<file path="src/sv/pfr_pkg.sv">
// Shared types, constants and helpers of the page frame replacement core.
`default_nettype none

package pfr_pkg;

    localparam int STAMP_W    = 32;
    localparam int CNT_W      = 16;
    localparam int POL_W      = 2;
    localparam int FRM_W      = 5;
    localparam int CFG_IDX_W  = 2;
    localparam int CFG_DATA_W = 5;
    localparam int TOTAL_W    = 32;

    localparam logic [CFG_IDX_W-1:0] REG_POLICY = 2'd0;
    localparam logic [CFG_IDX_W-1:0] REG_FRAMES = 2'd1;

    localparam logic [POL_W-1:0]   POLICY_RESET = 2'd0;
    localparam logic [FRM_W-1:0]   FRAMES_RESET = 5'd4;
    localparam logic [STAMP_W-1:0] STAMP_MAX    = 32'hFFFF_FFFF;
    localparam logic [CNT_W-1:0]   CNT_MAX      = 16'hFFFF;
    localparam logic [CNT_W-1:0]   CNT_ONE      = 16'd1;

    typedef enum logic [1:0] {
        POL_FIFO = 2'd0,
        POL_LRU  = 2'd1,
        POL_LFU  = 2'd2
    } t_policy;

    typedef enum logic [1:0] {
        ST_IDLE,
        ST_SCAN,
        ST_WRITE
    } t_state;

    // Per-frame usage record: last-use stamp and use count.
    typedef struct packed {
        logic [STAMP_W-1:0] stamp;
        logic [CNT_W-1:0]   count;
    } t_usage;

    function automatic logic [CNT_W-1:0] count_up(input logic [CNT_W-1:0] c);
        count_up = (c != CNT_MAX) ? c + CNT_ONE : CNT_MAX;
    endfunction

endpackage

`default_nettype wire

</file>
<file path="src/sv/page_frame_replacement_core.sv">
// Top level of the page frame replacement core: sequencer, counters, config and result register.
`default_nettype none

// Page frame replacement core. Each input item is one page reference; each
// produces exactly one result item with hit, replaced, the evicted page (zero
// when nothing was evicted) and the saturating running miss total. Frame
// state (page, last-use stamp, use count) lives in a single-port-read frame
// table; an item reads every frame in use once, one frame per cycle, then
// writes back the one frame it touched. Frames read are frames_in_use clamped
// to 1..MAX_FRAMES; write-back waits until the result register is free. The
// input stalls while an item is in flight; a finished result waits in the
// output register while the next item is accepted and scanned.
// Policy: 0 FIFO (round-robin pointer), 1 LRU (smallest stamp), 2 LFU
// (smallest count, ties to smallest stamp); code 3 acts as FIFO. Config
// registers: index 0 policy, index 1 frames_in_use; write them only while the
// core is idle. Stamps and counts read as zero until a frame is first
// written, so no clearing pass follows reset.
module page_frame_replacement_core #(
    parameter int MAX_FRAMES = 16,
    parameter int PAGE_BITS  = 16
) (
    input  wire logic                              i_clk,
    input  wire logic                              i_rst_n,
    // reference input
    input  wire logic                              i_in_valid,
    output logic                                   o_in_stall,
    input  wire logic [PAGE_BITS-1:0]              i_page_number,
    // result output
    output logic                                   o_out_valid,
    input  wire logic                              i_out_stall,
    output logic                                   o_hit,
    output logic                                   o_replaced,
    output logic      [PAGE_BITS-1:0]              o_victim_page,
    output logic      [pfr_pkg::TOTAL_W-1:0]       o_fault_total,
    // config write
    input  wire logic                              i_cfg_valid,
    output logic                                   o_cfg_ready,
    input  wire logic [pfr_pkg::CFG_IDX_W-1:0]     i_cfg_index,
    input  wire logic [pfr_pkg::CFG_DATA_W-1:0]    i_cfg_data
);

    localparam int AW = (MAX_FRAMES > 1) ? $clog2(MAX_FRAMES) : 1;
    localparam int CW = $clog2(MAX_FRAMES + 1);
    localparam int XW = (CW > pfr_pkg::FRM_W) ? CW : pfr_pkg::FRM_W;

    // Config registers
    logic [pfr_pkg::POL_W-1:0] r_policy;
    logic [pfr_pkg::FRM_W-1:0] r_frames;

    // Persistent state
    logic [CW-1:0]                 r_filled;
    logic [AW-1:0]                 r_ptr;
    logic [pfr_pkg::STAMP_W-1:0]   r_tick;
    logic [pfr_pkg::TOTAL_W-1:0]   r_miss;

    // Per-item context
    pfr_pkg::t_state       r_state, n_state;
    logic [PAGE_BITS-1:0]  r_key;
    logic [CW-1:0]         r_n;
    logic [CW-1:0]         r_used;
    logic [AW-1:0]         r_slot;
    pfr_pkg::t_policy      r_pol;
    logic [CW-1:0]         r_rd_idx;
    logic                  r_cmp_vld;
    logic [AW-1:0]         r_cmp_idx;

    // Result register
    logic                          r_out_valid;
    logic                          r_hit;
    logic                          r_replaced;
    logic [PAGE_BITS-1:0]          r_victim;
    logic [pfr_pkg::TOTAL_W-1:0]   r_fault;

    // Sequencer controls
    logic in_acc;
    logic rd_en;
    logic wr_en;
    logic out_free;

    // Accept-time decode
    logic [XW-1:0]     frames_x;
    logic [CW-1:0]     n_clamp;
    logic [CW-1:0]     used_now;
    logic [AW-1:0]     slot_now;
    pfr_pkg::t_policy  pol_now;

    // Memory and scan wiring
    logic [PAGE_BITS-1:0] rd_page;
    pfr_pkg::t_usage      rd_use;
    logic                 sc_hit;
    logic [AW-1:0]        sc_hit_idx;
    pfr_pkg::t_usage      sc_hit_use;
    logic [AW-1:0]        sc_best_idx;
    logic [PAGE_BITS-1:0] sc_best_page;
    pfr_pkg::t_usage      sc_best_use;
    logic [PAGE_BITS-1:0] sc_fifo_page;
    pfr_pkg::t_usage      sc_fifo_use;

    // Write-back decode
    logic                         miss;
    logic                         fill;
    logic                         repl;
    logic [AW-1:0]                wr_addr;
    pfr_pkg::t_usage              wr_use;
    logic [PAGE_BITS-1:0]         victim;
    logic [pfr_pkg::TOTAL_W-1:0]  miss_next;
    logic [CW:0]                  slot_inc;
    logic [AW-1:0]                ptr_next;

    assign o_cfg_ready = 1'b1;
    assign out_free    = !r_out_valid || !i_out_stall;

    // Config writes; indexes beyond the list are dropped.
    always_ff @(posedge i_clk) begin
        if (!i_rst_n) begin
            r_policy <= pfr_pkg::POLICY_RESET;
            r_frames <= pfr_pkg::FRAMES_RESET;
        end else if (i_cfg_valid && o_cfg_ready) begin
            if (i_cfg_index == pfr_pkg::REG_POLICY) begin
                r_policy <= i_cfg_data[pfr_pkg::POL_W-1:0];
            end else if (i_cfg_index == pfr_pkg::REG_FRAMES) begin
                r_frames <= i_cfg_data;
            end
        end
    end

    // Clamp the frame count, pick the used span, wrap the FIFO pointer, map the policy code.
    always_comb begin
        frames_x = XW'(r_frames);
        if (frames_x == '0) begin
            n_clamp = CW'(1);
        end else if (frames_x > XW'(MAX_FRAMES)) begin
            n_clamp = CW'(MAX_FRAMES);
        end else begin
            n_clamp = frames_x[CW-1:0];
        end
        used_now = (r_filled < n_clamp) ? r_filled : n_clamp;
        slot_now = (CW'(r_ptr) >= n_clamp) ? '0 : r_ptr;
        unique case (r_policy)
            pfr_pkg::POL_LRU: pol_now = pfr_pkg::POL_LRU;
            pfr_pkg::POL_LFU: pol_now = pfr_pkg::POL_LFU;
            default:          pol_now = pfr_pkg::POL_FIFO;
        endcase
    end

    // State register
    always_ff @(posedge i_clk) begin
        if (!i_rst_n) begin
            r_state <= pfr_pkg::ST_IDLE;
        end else begin
            r_state <= n_state;
        end
    end

    // Next state and sequencer controls
    always_comb begin
        n_state    = r_state;
        in_acc     = 1'b0;
        rd_en      = 1'b0;
        wr_en      = 1'b0;
        o_in_stall = 1'b1;
        unique case (r_state)
            pfr_pkg::ST_IDLE: begin
                o_in_stall = 1'b0;
                in_acc     = i_in_valid;
                if (i_in_valid) begin
                    n_state = pfr_pkg::ST_SCAN;
                end
            end
            pfr_pkg::ST_SCAN: begin
                rd_en = (r_rd_idx != r_n);
                // last frame consumed and no read in flight
                if (r_rd_idx == r_n && !r_cmp_vld) begin
                    n_state = pfr_pkg::ST_WRITE;
                end
            end
            pfr_pkg::ST_WRITE: begin
                // hold until the result register frees up
                wr_en = out_free;
                if (out_free) begin
                    n_state = pfr_pkg::ST_IDLE;
                end
            end
            default: begin
                n_state = pfr_pkg::ST_IDLE;
            end
        endcase
    end

    // Latch item context at acceptance; issue reads one frame per cycle.
    always_ff @(posedge i_clk) begin
        if (in_acc) begin
            r_key  <= i_page_number;
            r_n    <= n_clamp;
            r_used <= used_now;
            r_slot <= slot_now;
            r_pol  <= pol_now;
        end
        r_cmp_idx <= r_rd_idx[AW-1:0];
    end

    always_ff @(posedge i_clk) begin
        if (!i_rst_n) begin
            r_rd_idx  <= '0;
            r_cmp_vld <= 1'b0;
        end else begin
            r_cmp_vld <= rd_en;
            if (in_acc) begin
                r_rd_idx <= '0;
            end else if (rd_en) begin
                r_rd_idx <= r_rd_idx + CW'(1);
            end
        end
    end

    pfr_frame_ram #(
        .MAX_FRAMES (MAX_FRAMES),
        .PAGE_BITS  (PAGE_BITS),
        .AW         (AW)
    ) u_ram (
        .i_clk     (i_clk),
        .i_rst_n   (i_rst_n),
        .i_rd_en   (rd_en),
        .i_rd_addr (r_rd_idx[AW-1:0]),
        .o_rd_page (rd_page),
        .o_rd_use  (rd_use),
        .i_wr_en   (wr_en),
        .i_wr_addr (wr_addr),
        .i_wr_page (r_key),
        .i_wr_use  (wr_use)
    );

    pfr_scan #(
        .PAGE_BITS (PAGE_BITS),
        .AW        (AW),
        .CW        (CW)
    ) u_scan (
        .i_clk       (i_clk),
        .i_rst_n     (i_rst_n),
        .i_start     (in_acc),
        .i_vld       (r_cmp_vld),
        .i_idx       (r_cmp_idx),
        .i_page      (rd_page),
        .i_use       (rd_use),
        .i_key       (r_key),
        .i_used      (r_used),
        .i_slot      (r_slot),
        .i_pol       (r_pol),
        .o_hit       (sc_hit),
        .o_hit_idx   (sc_hit_idx),
        .o_hit_use   (sc_hit_use),
        .o_best_idx  (sc_best_idx),
        .o_best_page (sc_best_page),
        .o_best_use  (sc_best_use),
        .o_fifo_page (sc_fifo_page),
        .o_fifo_use  (sc_fifo_use)
    );

    // Write-back: hit refreshes, miss fills the next empty frame or evicts.
    always_comb begin
        miss      = !sc_hit;
        fill      = miss && (r_used < r_n);
        repl      = miss && !fill;
        miss_next = (miss && r_miss != pfr_pkg::STAMP_MAX) ? r_miss + 32'd1 : r_miss;
        slot_inc  = (CW+1)'(r_slot) + (CW+1)'(1);
        ptr_next  = (slot_inc >= (CW+1)'(r_n)) ? '0 : slot_inc[AW-1:0];
        victim    = '0;
        priority if (sc_hit) begin
            wr_addr      = sc_hit_idx;
            wr_use.stamp = r_tick;
            wr_use.count = pfr_pkg::count_up(sc_hit_use.count);
        end else if (fill) begin
            wr_addr      = r_used[AW-1:0];
            wr_use.stamp = (r_pol != pfr_pkg::POL_FIFO) ? r_tick : '0;
            wr_use.count = (r_pol == pfr_pkg::POL_LFU) ? pfr_pkg::CNT_ONE : '0;
        end else begin
            unique case (r_pol)
                pfr_pkg::POL_LRU: begin
                    wr_addr      = sc_best_idx;
                    wr_use.stamp = r_tick;
                    wr_use.count = sc_best_use.count;
                    victim       = sc_best_page;
                end
                pfr_pkg::POL_LFU: begin
                    wr_addr      = sc_best_idx;
                    wr_use.stamp = r_tick;
                    wr_use.count = pfr_pkg::CNT_ONE;
                    victim       = sc_best_page;
                end
                default: begin
                    wr_addr = r_slot;
                    wr_use  = sc_fifo_use;
                    victim  = sc_fifo_page;
                end
            endcase
        end
    end

    // Persistent counters: tick advances per item, the rest on write-back.
    always_ff @(posedge i_clk) begin
        if (!i_rst_n) begin
            r_filled <= '0;
            r_ptr    <= '0;
            r_tick   <= '0;
            r_miss   <= '0;
        end else begin
            if (in_acc && r_tick != pfr_pkg::STAMP_MAX) begin
                r_tick <= r_tick + 32'd1;
            end
            if (wr_en) begin
                r_miss <= miss_next;
                if (fill) begin
                    r_filled <= r_used + CW'(1);
                end
                if (repl && r_pol == pfr_pkg::POL_FIFO) begin
                    r_ptr <= ptr_next;
                end
            end
        end
    end

    // Result register: load on write-back, drop once taken.
    always_ff @(posedge i_clk) begin
        if (!i_rst_n) begin
            r_out_valid <= 1'b0;
        end else if (wr_en) begin
            r_out_valid <= 1'b1;
        end else if (!i_out_stall) begin
            r_out_valid <= 1'b0;
        end
    end

    always_ff @(posedge i_clk) begin
        if (wr_en) begin
            r_hit      <= sc_hit;
            r_replaced <= repl;
            r_victim   <= victim;
            r_fault    <= miss_next;
        end
    end

    assign o_out_valid   = r_out_valid;
    assign o_hit         = r_hit;
    assign o_replaced    = r_replaced;
    assign o_victim_page = r_victim;
    assign o_fault_total = r_fault;

endmodule

`default_nettype wire

</file>
<file path="src/sv/pfr_frame_ram.sv">
// Frame table memory: resident page and usage record per frame, one read and one write port.
`default_nettype none

module pfr_frame_ram #(
    parameter int MAX_FRAMES = 16,
    parameter int PAGE_BITS  = 16,
    parameter int AW         = 4
) (
    input  wire logic                 i_clk,
    input  wire logic                 i_rst_n,
    input  wire logic                 i_rd_en,
    input  wire logic [AW-1:0]        i_rd_addr,
    output logic      [PAGE_BITS-1:0] o_rd_page,
    output pfr_pkg::t_usage           o_rd_use,
    input  wire logic                 i_wr_en,
    input  wire logic [AW-1:0]        i_wr_addr,
    input  wire logic [PAGE_BITS-1:0] i_wr_page,
    input  wire pfr_pkg::t_usage      i_wr_use
);

    localparam int RW = PAGE_BITS + $bits(pfr_pkg::t_usage);

    logic [RW-1:0]         r_mem [MAX_FRAMES];
    logic [MAX_FRAMES-1:0] r_vld;
    logic [RW-1:0]         r_rd_row;
    logic                  r_rd_vld;

    always_ff @(posedge i_clk) begin
        if (i_wr_en) begin
            r_mem[i_wr_addr] <= {i_wr_page, i_wr_use};
        end
        if (i_rd_en) begin
            r_rd_row <= r_mem[i_rd_addr];
            r_rd_vld <= r_vld[i_rd_addr];
        end
    end

    // Usage of a never-written frame reads as zero.
    always_ff @(posedge i_clk) begin
        if (!i_rst_n) begin
            r_vld <= '0;
        end else if (i_wr_en) begin
            r_vld[i_wr_addr] <= 1'b1;
        end
    end

    assign o_rd_page = r_rd_row[RW-1 -: PAGE_BITS];
    assign o_rd_use  = r_rd_vld ? pfr_pkg::t_usage'(r_rd_row[RW-PAGE_BITS-1:0]) : '0;

endmodule

`default_nettype wire

</file>
<file path="src/sv/pfr_scan.sv">
// Scan unit: one frame per cycle, tracks the hit frame, the LRU/LFU victim and the FIFO slot.
`default_nettype none

module pfr_scan #(
    parameter int PAGE_BITS = 16,
    parameter int AW        = 4,
    parameter int CW        = 5
) (
    input  wire logic                 i_clk,
    input  wire logic                 i_rst_n,
    input  wire logic                 i_start,
    input  wire logic                 i_vld,
    input  wire logic [AW-1:0]        i_idx,
    input  wire logic [PAGE_BITS-1:0] i_page,
    input  wire pfr_pkg::t_usage      i_use,
    input  wire logic [PAGE_BITS-1:0] i_key,
    input  wire logic [CW-1:0]        i_used,
    input  wire logic [AW-1:0]        i_slot,
    input  wire pfr_pkg::t_policy     i_pol,
    output logic                      o_hit,
    output logic      [AW-1:0]        o_hit_idx,
    output pfr_pkg::t_usage           o_hit_use,
    output logic      [AW-1:0]        o_best_idx,
    output logic      [PAGE_BITS-1:0] o_best_page,
    output pfr_pkg::t_usage           o_best_use,
    output logic      [PAGE_BITS-1:0] o_fifo_page,
    output pfr_pkg::t_usage           o_fifo_use
);

    logic                 r_found;
    logic                 r_have;
    logic [AW-1:0]        r_hit_idx;
    pfr_pkg::t_usage      r_hit_use;
    logic [AW-1:0]        r_best_idx;
    logic [PAGE_BITS-1:0] r_best_page;
    pfr_pkg::t_usage      r_best_use;
    logic [PAGE_BITS-1:0] r_fifo_page;
    pfr_pkg::t_usage      r_fifo_use;

    logic is_hit;
    logic is_better;

    assign is_hit = i_vld && !r_found && (CW'(i_idx) < i_used) && (i_page == i_key);

    // Strict compare keeps the first frame on ties.
    always_comb begin
        if (!r_have) begin
            is_better = 1'b1;
        end else if (i_pol == pfr_pkg::POL_LFU) begin
            is_better = (i_use.count < r_best_use.count) ||
                        ((i_use.count == r_best_use.count) &&
                         (i_use.stamp < r_best_use.stamp));
        end else begin
            is_better = i_use.stamp < r_best_use.stamp;
        end
    end

    always_ff @(posedge i_clk) begin
        if (!i_rst_n || i_start) begin
            r_found <= 1'b0;
            r_have  <= 1'b0;
        end else if (i_vld) begin
            r_have <= 1'b1;
            if (is_hit) begin
                r_found <= 1'b1;
            end
        end
    end

    always_ff @(posedge i_clk) begin
        if (is_hit) begin
            r_hit_idx <= i_idx;
            r_hit_use <= i_use;
        end
        if (i_vld && is_better) begin
            r_best_idx  <= i_idx;
            r_best_page <= i_page;
            r_best_use  <= i_use;
        end
        if (i_vld && (i_idx == i_slot)) begin
            r_fifo_page <= i_page;
            r_fifo_use  <= i_use;
        end
    end

    assign o_hit       = r_found;
    assign o_hit_idx   = r_hit_idx;
    assign o_hit_use   = r_hit_use;
    assign o_best_idx  = r_best_idx;
    assign o_best_page = r_best_page;
    assign o_best_use  = r_best_use;
    assign o_fifo_page = r_fifo_page;
    assign o_fifo_use  = r_fifo_use;

endmodule

`default_nettype wire

</file>
<file path="config.mk">
export PLATFORM = sky130hd
export DESIGN_NAME = page_frame_replacement_core
export DESIGN_NICKNAME = d
export VERILOG_FILES = /design/src/sv/pfr_pkg.sv /design/src/sv/page_frame_replacement_core.sv /design/src/sv/pfr_frame_ram.sv /design/src/sv/pfr_scan.sv
export SDC_FILE = /design/constraint.sdc
export NUM_CORES = 2
export LEC_CHECK = 0
export ABC_AREA = 1
export BUFFER_PORTS_ARGS = -buffer_cell sky130_fd_sc_hd__clkbuf_2
export CAP_MARGIN = 20
export CORE_UTILIZATION = 60
export CTS_CLUSTER_SIZE = 16
export DETAILED_ROUTE_END_ITERATION = 6
export PLACE_DENSITY = 0.74
export SLEW_MARGIN = 5
export SYNTH_ARGS = -nofsm -noshare
export SYNTH_HDL_FRONTEND = slang
export SYNTH_HIERARCHICAL = 1
export SYNTH_SLANG_ARGS = --single-unit
</file>
<file path="constraint.sdc">
create_clock -name i_clk -period 7.51 [get_ports i_clk]
set_clock_uncertainty 0.15 [all_clocks]
set_input_delay 0.751 -clock i_clk [delete_from_list [all_inputs] [get_ports i_clk]]
set_output_delay 0.751 -clock i_clk [all_outputs]
set_load 0.005 [all_outputs]
</file>
[Word level (Yosys, flattened, before mapping)]
Memories as Yosys holds them, arrays and structs flattened. A register that Yosys moved wholly into a read port is not among the register bits.
Cells that the tools add are included.
W data, S select, Z words.
Word-level totals
  bits in writable memories: 1024
  word-level logic and storage cells: 144
  memories: 1
  bits in registers: 346
Memory list
  u_ram.r_mem: depth 16, bits a word 64, read ports 1, clocked after Yosys merged registers in 1, wr ports 1, RTL line pfr_frame_ram.sv:23  | logic [RW-1:0] r_mem [MAX_FRAMES];
Cells by class
  add/sub/neg operators: 6
  multiplexer cells: 35
  equal/unequal tests: 19
  reduce and logical (&&, ||, !) cells: 36
  order comparisons: 11
  bitwise logic cells: 3
Operators with widths (count)
  $mux W48: 3
  $pmux W48 S2: 1
  $add A32 B1 Y32 const B: 2
  $mux W32: 2
  $ne A32 B32 Y1 const B: 2
  $eq A16 B16 Y1: 2
  $lt A32 B32 Y1: 1
  $mux W16: 2
  $add A16 B1 Y16 const B: 1
  $lt A16 B16 Y1: 1
  $mux W4: 4
  $ne A16 B16 Y1 const B: 1
  $or A16 B16 Y16: 1
  $mux W5: 3
  $logic_and A1 B1 Y1: 13
  $mux W1: 13
  $add A5 B1 Y5 const B: 2
  $lt A4 B5 Y1 const B: 2
  $lt A5 B5 Y1: 2
  $eq A2 B1 Y1 const B: 4
  $reduce_and A2 Y1: 4
  $eq A2 B2 Y1 const B: 3
  $logic_not A1 Y1: 6
  $logic_not A2 Y1: 3
  22 further kinds: 32

[Longest topological paths before layout]
  depth after elaboration: 10
  gate-level depth with buffers: 16
  mapped depth without buffers: 15

[Hierarchy]
Netlist, hierarchy kept.
Modules (own cells, without submodules)
  pfr_frame_ram: area an instance 47096.4 um^2, seq. area each 33021.7 um^2, cells an instance 4436, times used 1
  page_frame_replacement_core: area an instance 10371.2 um^2, seq. area each 4324.1 um^2, cells an instance 1483, times used 1
  pfr_scan: area an instance 7414.6 um^2, seq. area each 5565.3 um^2, cells an instance 504, times used 1

[Least setup slack after synthesis]
No wires, ideal clock.
  kind: input to register
  start: in i_out_stall
  end: mem u_ram/r_mem[10][0] (netlist name), enable pin
  path buffers: 1
  path slack: 0.718 ns
  arrival time: 6.154 ns
  cell stages on the path: 8
  data required time: 6.872 ns
  path through: nand2_1 > nand3_1 > inv_2 > buf_1 > inv_1 > nor3_1 > inv_1 > nor2_1
Between the ends
  word-level cells in the longest chain between the ends: 5
Ends and longest elaborated chain
  start, declared: RTL line page_frame_replacement_core.sv:30  | input wire logic i_out_stall,
  $logic_not A1 Y1
  $logic_or A1 B1 Y1: RTL line page_frame_replacement_core.sv:111  | assign out_free = !r_out_valid || !i_out_stall;
  $mux W1: RTL line page_frame_replacement_core.sv:162  | unique case (r_state)
  named net wr_en: RTL line page_frame_replacement_core.sv:77  | logic wr_en;
  $mux W1: RTL line pfr_frame_ram.sv:29  | if (i_wr_en) begin
  $mux W1 (not written as such): RTL line pfr_frame_ram.sv:30  | r_mem[i_wr_addr] <= {i_wr_page, i_wr_use};
  end, declared: RTL line pfr_frame_ram.sv:23
The timed path passes the listed nets, and every way through them passes these cells.

[Final worst setup path]
  start: reg r_used[2]
  end: mem u_ram/r_mem[10][3] (netlist name), enable pin
Between the ends
  word-level cells in the longest chain between the ends: 4
Ends and longest elaborated chain
  start, declared: RTL line page_frame_replacement_core.sv:60  | logic [CW-1:0] r_used;
  start signal, assigned: RTL line page_frame_replacement_core.sv:195  | r_used <= used_now;
  $lt A5 B5 Y1: RTL line page_frame_replacement_core.sv:262  | fill = miss && (r_used < r_n);
  $logic_and A1 B1 Y1: RTL line page_frame_replacement_core.sv:262
  $mux W4: RTL line page_frame_replacement_core.sv:272  | end else if (fill) begin
  $mux W4: RTL line page_frame_replacement_core.sv:268  | priority if (sc_hit) begin
  named net wr_addr[3]: RTL line page_frame_replacement_core.sv:103  | logic [AW-1:0] wr_addr;
The timed path passes the listed nets, and every way through them passes these cells.

==> key figures <==
Timing
  • Final setup violation count: 0
  • Fin worst setup slack: 2760 ps
  • Slew @ Worst Pin: 1110 ps
  • Tcrit/Tclk final: 0.633
  • Final Hold Fails: 0
  • Crit path time final: 4750 ps
  • Max-slew violations: 0
  • Rel. slew slack: 0.258
  • RSZ-0062 raised after global routing: no
  • Max Fclk: 210 MHz
  • Setup TNS: 0 ps

Global routing
  • First-pass GRT wire length: 236 mm
  • Global Route Usage Sum: 0.286
  • Maximum number of pins on one net before global-route repair: 193
  • Number of global-route vias before repair: 41,500
  • Antenna violations before repair: 0
  • Global route overflow: 0

Routing
  • Final WL: 154 mm
  • Via count: 44,000
  • Post-route antenna net violation count: 0
  • DR iter-0 viols: 5,254
  • Wire length per cell: 19.5 µm
  • Vias per inst: 5.56
  • Drt pass-1 iters: 7
  • Residual DRC count: 24

CTS
  • Worst-skew pair later-pin latency: 750 ps
  • # resized after CTS: 0
  • CTS tree: yes
  • Hold_buf cts: 10
  • Clock Sinks: 1,434
  • Post-CTS setup buffers: 0
  • CTS Buf Count: 145
  • Clk buf depth: 3
  • H-tree levels: 4
  • Clock transition at path regs: 60 ps
  • Root Buffer: clkbuf_16

Layout
  • Diodes inserted: 0
  • Layout cells sized above 1: 0.0626
  • Final design utilization: 0.662
  • Synth-to-Final Area Change: 9.19%
  • Final #Nets: 6,523
  • Fin cells: 7,921

Floorplan
  • Die Y: 328 µm
  • DIE AREA: 108,000 µm²
  • Top Ports: 81
  • Starting Density: 0.606
  • Die X: 328 µm
  • Row count: 119
  • Core Box Area: 105,000 µm²

Power
  • Maximum VDD drop: 0.202 mV
  • Total Power: 17.3 mW
  • Pwr/cell area: 248 nW/µm²
  • Pleak: 29.6 nW

Run status
  • Status: finished, violations left
  • Violated checks: DRC

Placement
  • IO Port Bufs: 79
  • GP Congestion: 0.943
  • Hpwl dp: 85.7 mm
  • Placed cell count: 7,653
  • Pre-CTS setup slack: 2860 ps

Setup path
  • Crit path capture type: flip-flop
  • WS Path Type: flip-flop to flip-flop
  • Crit path DAT: 4970 ps
  • Startpoint Class: flip-flop
  • Critical Path RT: 7720 ps
  • Crit-path max FO: 36

Synth
  • Avg Inst Size Synth: 10.0 µm²
  • Synthesis Warnings: 6
  • Mapped cell area: 63,900 µm²
  • Post-synthesis cell count: 6,391
  • Syn_nets: 6,495

Flow run
  • Max cap viols: 0

Hold path
  • Hold Crit Class: input pin to flip-flop
[state kept, by name, summed over array words and instances (netlist names), 16 cells and up]
name                cells
u_scan/o_best_use      48
u_scan/o_best_page     16
u_ram/r_rd_row         64
u_scan/o_hit_use       16
u_scan/o_fifo_page     16
o_fault_total          32
r_key                  16
u_ram/r_mem          1024
r_tick                 32
u_scan/o_fifo_use      48
r_miss                 32
o_victim_page          16
u_ram/r_vld            16
[layout make-up]
type	instances	area, µm²
multi-input cells	3536	16000
clock inverters	62	534
well taps	1391	1740
fillers	7755	35600
clock buffers	196	4010
flip-flops and latches	1434	42000
inverters	1139	4340
repair buffers	163	1160
[worst max-delay path: stages (launching register included)]
cell and delay [ps]:
edfxtp_1 480, ha_1 340, nand2_1 50, a21oi_1 110
nand2_1 90, nand3_1 70, nand2_1 500, o211ai_1 560
inv_1 100, nor3_1 350, inv_1 200, nor2_4 110
buf_4 530, buf_4 670
[power by group]
group	total (mW)	switching (mW)	leakage [nW]	internal (mW)
Sequential	9.07	0.109	13.1	8.96
Combinational	1.27	0.943	14.3	0.328
Clock	6.98	2.94	2.22	4.04
Total	17.3	3.99	29.6	13.3
[path summary, 6_finish.rpt]
check | depth (start not counted) | slack, ps | to | startpoint
worst min-delay path | 1 | 40 | r_key[0]$_DFFE_PP_ | i_page_number[0]
worst min register to register | 2 | 310 | u_ram/r_vld[2]$_SDFFE_PN0P_ | u_ram/r_vld[2]$_SDFFE_PN0P_
worst max-delay path | 13 | 2760 | u_ram/r_mem[10][3]$_DFFE_PP_ | r_used[2]$_DFFE_PP_
worst max register to register | 13 | 2760 | u_ram/r_mem[10][3]$_DFFE_PP_ | r_used[2]$_DFFE_PP_
[cell usage in the layout, fill, tap and decap left out, types with 35 or more instances in the layout]
cell type  count
nor2_1       190
o21ai_0       79
nor3_1        35
clkbuf_1      39
ha_1          76
clkbuf_16    151
a21oi_1      127
clkbuf_2      79
nand2_1     1954
inv_1       1114
buf_4         66
edfxtp_1    1323
nand3_1      914
dfxtp_1      107
nand4_1       45
[stage by stage]
| stage | area (µm²) | hold slack (ps) |
|---|---|---|
| after floorplan | 63900 | 253 |
| after global placement | 65100 | 298 |
| after detailed placement | 65200 | 299 |
| after CTS | 69800 | 4.63 |
| after global routing | 69800 | 19.6 |
| final | 69800 | 39.7 |
[per-layer routing]
layer | up-vias | global-route usage | routed length (µm)
met2 | 2067 | 0.467 | 74000
met1 | 21000 | 0.398 | 62500
met4 | 0 | 0.0882 | 3660
met3 | 281 | 0.0421 | 14000
met5 | - | 0 | 0
li1 | 20700 | - | -
(Power assumes the default switching activity.)
